**src/rtl/core/olir_pkg.sv**
```systemverilog
`timescale 1ns / 1ps
// shared types, sizes and codes for the ordered list insert/remove block
// no dependencies; used by the interfaces, the cell and the top level

package olir_pkg;

    localparam int CAPACITY    = 64;
    localparam int VALUE_WIDTH = 32;
    localparam int POS_W       = 7;
    localparam int CNT_W       = $clog2(CAPACITY + 1);

    // operation codes
    localparam logic [1:0] OP_APPEND     = 2'd0;
    localparam logic [1:0] OP_INSERT_AT  = 2'd1;
    localparam logic [1:0] OP_REMOVE_VAL = 2'd2;
    localparam logic [1:0] OP_REMOVE_AT  = 2'd3;

    // status codes
    localparam logic [1:0] STATUS_OK        = 2'd0;
    localparam logic [1:0] STATUS_NOT_FOUND = 2'd1;
    localparam logic [1:0] STATUS_FULL      = 2'd2;
    localparam logic [1:0] STATUS_BAD_INDEX = 2'd3;

    // per-cell update commands
    localparam logic [1:0] CMD_HOLD       = 2'd0;
    localparam logic [1:0] CMD_INSERT     = 2'd1;
    localparam logic [1:0] CMD_REMOVE_VAL = 2'd2;
    localparam logic [1:0] CMD_REMOVE_AT  = 2'd3;

    // search request broadcast to all cells when a transaction is taken
    typedef struct packed {
        logic                   en;
        logic [VALUE_WIDTH-1:0] value;
        logic [POS_W-1:0]       pos;
        logic [CNT_W-1:0]       count;
    } probe_t;

    // update command broadcast to all cells
    typedef struct packed {
        logic [1:0]             kind;
        logic [VALUE_WIDTH-1:0] value;
        logic [POS_W-1:0]       pos;
    } cmd_t;

    // data handed from cell to cell along the row
    typedef struct packed {
        logic                   found;
        logic [VALUE_WIDTH-1:0] picked;
    } chain_t;

endpackage

```
**src/rtl/core/olir_cell.sv**
```systemverilog
`timescale 1ns / 1ps
// one list cell: holds an entry, compares it, and shifts with its neighbors
// depends on olir_pkg

module olir_cell (
    input  logic                                clk,
    input  logic                                rst_n,
    input  logic [olir_pkg::CNT_W-1:0]          index,
    input  olir_pkg::probe_t                    probe,
    input  olir_pkg::cmd_t                      cmd,
    input  logic [olir_pkg::VALUE_WIDTH-1:0]    left_value,
    input  logic [olir_pkg::VALUE_WIDTH-1:0]    right_value,
    input  olir_pkg::chain_t                    chain_in,
    output olir_pkg::chain_t                    chain_out,
    output logic [olir_pkg::VALUE_WIDTH-1:0]    value
);

    logic [olir_pkg::VALUE_WIDTH-1:0] value_reg;
    logic [olir_pkg::VALUE_WIDTH-1:0] value_next;
    logic                             match_reg;
    logic                             match_next;
    logic                             pick_reg;
    logic                             pick_next;

    // compare and index hit, captured when a transaction is taken
    always_comb
    begin
        match_next = match_reg;
        pick_next  = pick_reg;
        if (probe.en)
        begin
            match_next = (value_reg == probe.value) && (int'(index) < int'(probe.count));
            pick_next  = (int'(index) == int'(probe.pos));
        end
    end

    // first-match flag and picked entry ripple along the row
    always_comb
    begin
        chain_out.found  = chain_in.found | match_reg;
        chain_out.picked = chain_in.picked | (pick_reg ? value_reg : '0);
    end

    // entry update: load, take left neighbor, or take right neighbor
    always_comb
    begin
        value_next = value_reg;
        case (cmd.kind)
            olir_pkg::CMD_INSERT:
            begin
                if (int'(index) == int'(cmd.pos))
                begin
                    value_next = cmd.value;
                end
                else if (int'(index) > int'(cmd.pos))
                begin
                    value_next = left_value;
                end
            end
            olir_pkg::CMD_REMOVE_AT:
            begin
                if (int'(index) >= int'(cmd.pos))
                begin
                    value_next = right_value;
                end
            end
            olir_pkg::CMD_REMOVE_VAL:
            begin
                if (chain_out.found)
                begin
                    value_next = right_value;
                end
            end
            default:
            begin
                value_next = value_reg;
            end
        endcase
    end

    // entry storage
    always_ff @(posedge clk)
    begin
        value_reg <= value_next;
    end

    // search flags
    always_ff @(posedge clk or negedge rst_n)
    begin
        if (!rst_n)
        begin
            match_reg <= 1'b0;
            pick_reg  <= 1'b0;
        end
        else
        begin
            match_reg <= match_next;
            pick_reg  <= pick_next;
        end
    end

    assign value = value_reg;

endmodule
```
**config.mk**
```make
export PLATFORM = sky130hd
export DESIGN_NAME = olir_cell
export DESIGN_NICKNAME = d
export VERILOG_FILES = /design/src/rtl/core/olir_pkg.sv /design/src/rtl/core/olir_cell.sv
export SDC_FILE = /design/constraint.sdc
export NUM_CORES = 1
export LEC_CHECK = 0
export BUFFER_PORTS_ARGS = -buffer_cell sky130_fd_sc_hd__clkbuf_2
export CAP_MARGIN = 20
export CORE_AREA = 2 2 102 104
export DETAILED_ROUTE_END_ITERATION = 10
export DIE_AREA = 0 0 104 106
export PLACE_DENSITY_LB_ADDON = 0.05
export SKIP_CTS_REPAIR_TIMING = 1
export SLEW_MARGIN = 30
export SYNTH_ARGS = -nofsm -noshare
export SYNTH_HDL_FRONTEND = slang
export SYNTH_SLANG_ARGS = --single-unit
```
**constraint.sdc**
```tcl
create_clock -name clk -period 1.6 [get_ports clk]
set_input_delay 0.16 -clock clk [delete_from_list [all_inputs] [get_ports clk]]
set_output_delay 0.16 -clock clk [all_outputs]
set_load 0.02 [all_outputs]
```
==> out/metrics.cfg, run 1 <==
[run_status]
status=completed

[final_layout]
largest_reg_flops=32
multi_input_area_sq_mm=0.00174
n_fill_cell=1080
regArea_sq_mm=0.00101
area_delta_synth_final_pct=68.9
stdcell_area_sq_mm=0.00463
postLayoutCoreUtil_pct=46.3
layout.cells.non_filler=701
antenna_cells=0
fin_nets=771
drive_above_1_share_pct=56.3

[sta]
min_period_ns=1.55
maxSlewHeadroom_pct=61.4
worst_pin_slew_ns=0.577
rsz0062_at_grt=yes
worst_hold_slack_ns=0.161
skew_ns=0.00855
setup_violations=0
slew_violations=0
hold_violations=0
fin_crit_sh_pct=96.6
fmax_mhz=647

[grt]
antenna_found_initial=0
grt_use_total_pct=17.0
grt_most_used_layer=met2
grt-ovfl-total=0
grt_max_degree=41
gr-usage-met3_pct=4.60
use_met2_pct=33.1
use_met1_pct=18.2
grt_pass1_wl_um=14700
grt_pass1_vias=3047

[clock_network]
tritoncts=built
cts_root_buffer=clkbuf_8
h-tree-depth=2
cts_buffers=5
cts.clk_slew.worst_paths_ns=0.07
cts_max_path_buffers=2
clock_latency_ns=0.29
cts_sinks=34

[synthesis]
yosysSeqAreaShare_pct=36.9
synth_area_leaders=edfxtp_1, mux2i_1, a21o_1, xnor2_1, ha_1
synth.cell_area_sq_mm=0.00274
yosysUniqueCellTypes=28
yosys_register_bits=34
synth_top_area_share_pct=35.1
synth_area_per_cell_sq_um=9.86
synth_fp_nets=485
synth_top_area_cell=edfxtp_1
yosys_warnings=0
postSynthCellCount=278

[setup_path]
cp-end-kind=register
cp.required_ns=1.81
critPathMaxFanout=3
crit_path_start_kind=register
critical_path_class=reg2reg
critPathArrivalTime_ns=1.75

[route]
wl_um=10200
drtIter0Drc=60
wl_per_cell_um=14.5
vias=3096
vias_per_cell=4.42
drc=0
detail-route-antenna-nets=0
drtPass1Iterations=4

[die]
start_util_pct=27.4
fp-row-count=37
coreArea_sq_mm=0.0100
die_w_um=104
ios=259
die_height_um=106
design.die.area_sq_mm=0.0110

[placement]
placedCellCount=680
hpwl_um=8400
port_buffers=258
placed_cell_area_sq_mm=0.00433
globalplace.congestion=0.796

[job]
drv_cap=0

[worst_hold_path]
hold_path.class=in2reg

[power_and_ir_drop]
leakage_nw=2.44
p_per_area_mw_per_mm2=661
ir_drop_mv=0.305

## where the power goes
group	switching, mW	internal, mW	total, mW
sequential	0.113	1.11	1.23
clock	0.314	0.308	0.622
combinational	0.621	0.589	1.21
## final timing paths
check                      cells after the start             from         to  slack [ns]
hold / removal                                 3  right_value[21]  value[21]        0.16
min in group asynchronous                      2            rst_n  match_reg        0.23
setup / recovery                               4         value[1]  match_reg        0.05
hold reg to reg                                1        match_reg  match_reg        0.53
setup reg to reg                               4         value[1]  match_reg        0.05
max in group asynchronous                      2            rst_n   pick_reg        1.27
## layout make-up
type | instances | share of cell area [%]
clock buffers | 7 | 1.65
repair buffers | 291 | 33.8
flip-flops and latches | 34 | 21.8
well taps | 136 | 3.68
inverters | 14 | 1.14
clock inverters | 1 | 0.162
multi-input cells | 218 | 37.7
## cell usage after synthesis (all sizes together)
master	count
a2111oi	1
a21o	37
a21oi	4
a22o	1
buf	3
clkbuf	11
dfrtp	2
edfxtp	32
ha	13
inv	14
mux2i	32
nand2	33
nand2b	2
nand3	2
nand4	7
nor2	1
nor2b	1
nor3	2
nor4	4
o2111ai	2
o21ai	33
o2bb2ai	1
or2	1
xnor2	23
xor2	16
## routing by layer
layer / vias up / wire length [um]
met2: 139 / 5460
met5: - / 0
met3: 4 / 801
li1: 1583 / -
met1: 1370 / 3870
met4: 0 / 69
## placed cells by master (no fill, tap or decap), drive strengths merged
| cell type | instances |
|---|---|
| xnor2 | 23 |
| nand4 | 7 |
| nand3 | 2 |
| a2111oi | 1 |
| a21oi | 4 |
| clkbuf | 265 |
| clkinvlp | 1 |
| o2bb2ai | 1 |
| nand2 | 33 |
| dfrtp | 2 |
| nor4 | 4 |
| a21o | 37 |
| ha | 13 |
| nor2 | 1 |
| nor2b | 1 |
| inv | 14 |
| buf | 32 |
| a22o | 3 |
| nand2b | 2 |
| nor3 | 2 |
| edfxtp | 32 |
| dlygate4sd3 | 1 |
| o21ai | 33 |
| or2 | 1 |
| o2111ai | 2 |
| xor2 | 16 |
| mux2i | 32 |
## cell families (layout without fill, tap and decap cells)
kind of cell / Yosys count / after routing / synth area share (%)
compound gates: 79 / 81 / 18.6
xor+xnor: 39 / 39 / 12.5
simple gates: 53 / 53 / 9.32
flops: 34 / 34 / 36.9
mux: 32 / 32 / 11.7
fa+ha+maj: 13 / 13 / 5.94
buf+inv: 28 / 313 / 5.07
## critical path: stages (launching register included)
cell	delay, ns
edfxtp_1	0.43
xor2_1	0.20
a2111oi_1	0.48
o2111ai_4	0.20
o2bb2ai_2	0.18
## through the flow
step           setup TNS, ns  setup WS [ns]  total power [mW]
6_report                   0         0.0549              3.06
5_1_grt              -0.0951        -0.0951              3.24
4_1_cts              -0.0965        -0.0965              3.00
3_5_place_dp          -10.11         -0.235              2.36
3_3_place_gp           -9.84         -0.225              2.35
2_1_floorplan              0        0.00681              1.78
Power figures use the tool's default switching activity.
==> run 2: changes to the inputs <==
==> constraint.sdc (replaced) <==
create_clock -name clk -period 1.6 [get_ports clk]
set_input_delay 0.32 -clock clk [delete_from_list [all_inputs] [get_ports clk]]
set_output_delay 0.32 -clock clk [all_outputs]
set_load 0.02 [all_outputs]
==> out/metrics.cfg, run 2 (synthesis gave the netlist of run 1 again) <==
[setup_path]
crit_cells=4
cpMaxStageDelayCell=edfxtp_1
cpPeakStageDelay_ns=0.43
cp_top_family=buffers and inverters
worstPathCellList=buf_4 -> buf_4 -> a21o_1 -> clkbuf_2
rr_worst_depth=6
cp.required_ns=1.28
critPathArrivalTime_ns=1.31
critical_path_class=reg2out
regToRegSetupSlack_ns=0.07
critPathMaxFanout=2
path_buf_inv=3
cp-endpoint=chain_out[19]
cp-end-kind=primary output
critPathLaunch=value[19]
crit_top_cell=buf_4
worstReg2RegStart=value[24]
crit_path_start_kind=register
r2r-end=match_reg

[clock_network]
tritoncts=built
cts_buffers=5
cts_sinks=34
cts_max_path_buffers=2
cts.clk_slew.worst_paths_ns=0.07
h-tree-depth=2
cts_root_buffer=clkbuf_8
clock_latency_ns=0.28

[route]
wl_per_cell_um=15.7
drtIter0Drc=76
vias=3139
detail-route-antenna-nets=0
wl_um=11100
drc=0
vias_per_cell=4.45
drtPass1Iterations=4

[final_layout]
regArea_sq_mm=0.00101
stdcell_area_sq_mm=0.00486
layout_common_cells=clkbuf_2, a21o_1, nand2_1
fin_nets=776
multi_input_area_sq_mm=0.00185
area_delta_synth_final_pct=77.5
postLayoutCoreUtil_pct=48.6
n_fill_cell=1029
antenna_cells=0
drive_above_1_share_pct=59.3
final_common_cell=clkbuf_2
largest_reg_flops=32

[die]
start_util_pct=27.4
die_height_um=106
ios=259
design.die.area_sq_mm=0.0110
fp-row-count=37
die_w_um=104
coreArea_sq_mm=0.0100

[job]
drv_cap=0

[sta]
fin_crit_sh_pct=102
hold_violations=0
worst_pin_slew_ns=0.748
fin_ws_ns=-0.0252
rsz0062_at_grt=yes
fmax_mhz=615
skew_ns=0.00361
slew_violations=0
maxSlewHeadroom_pct=50.0
setup_violations=1
min_period_ns=1.63

[worst_hold_path]
min_from=right_value[19]
hold_path.class=in2reg

[placement]
port_buffers=258
globalplace.congestion=0.789
hpwl_um=8490
placed_cell_area_sq_mm=0.00439
dp_slack_ns=-0.370

[grt]
grt-ovfl-total=0
grt_use_total_pct=17.1
grt_pass1_wl_um=14700
grt_max_degree=65
antenna_found_initial=0
grt_pass1_vias=2964

[run_status]
status=complete, but fails checks
violations=setup timing

[power_and_ir_drop]
ir_drop_mv=0.328
p_per_area_mw_per_mm2=641
leakage_nw=2.51

-- run 2: cell types whose count changed in the layout (fill, tap and decap cells not counted), moves of 3 or more --
cell,before,now
ha_4,1,5
mux2i_2,0,4
inv_1,14,9
inv_2,0,3
clkbuf_16,0,3
ha_1,12,8
mux2i_1,32,28
clkbuf_2,258,255
-- run 2: worst register-to-register path, delay by kind of cell, from the launching register on --
family / cells / cell delay [ns]
AND/OR/NAND/NOR: 2 / 0.42
flip-flops: 1 / 0.42
AO/OA/AOI/OAI: 2 / 0.27
XOR/XNOR: 1 / 0.19
buffers and inverters: 1 / 0.16
-- run 2: report_power, final --
part	internal, mW	switching (mW)
clock	0.299	0.315
combinational	0.631	0.656
sequential	1.11	0.104
total	2.05	1.08
-- run 2: how the worst min path moves through the flow --
stage | to | cells after the start
after global routing | value[19] | 3
final | value[19] | 3
after global placement | match_reg | 1
after CTS | match_reg | 1
after detailed placement | match_reg | 1
after floorplan | match_reg | 0
-- run 2: through the flow --
step | hold slack, ns | total power [mW] | TNS [ns] | cells
floorplan | 0.0244 | 1.79 | -2.72 | 278
global placement | 0.107 | 2.38 | -19.68 | 683
detailed placement | 0.112 | 2.39 | -19.95 | 683
CTS | -0.198 | 3.02 | -2.01 | 691
global route | 0.323 | 3.30 | -0.936 | 706
finish | 0.320 | 3.12 | -0.0252 | 706
-- run 2: area by class of cell --
cell class / instances / area share [%]
clock buffer: 6 / 1.49
clock inverter: 2 / 0.180
inverter: 14 / 1.18
multi-input combinational: 219 / 38.0
sequential: 34 / 20.8
tap: 136 / 3.50
timing repair buffer: 295 / 34.9
-- run 2: routing by layer --
| layer | wire length [um] | track usage, % | vias to the layer above |
|---|---|---|---|
| met5 | 0 | 0 | - |
| met3 | 789 | 4.29 | 5 |
| met2 | 6000 | 33.4 | 137 |
| met4 | 59 | 2.90 | 0 |
| li1 | - | - | 1599 |
| met1 | 4210 | 18.9 | 1398 |
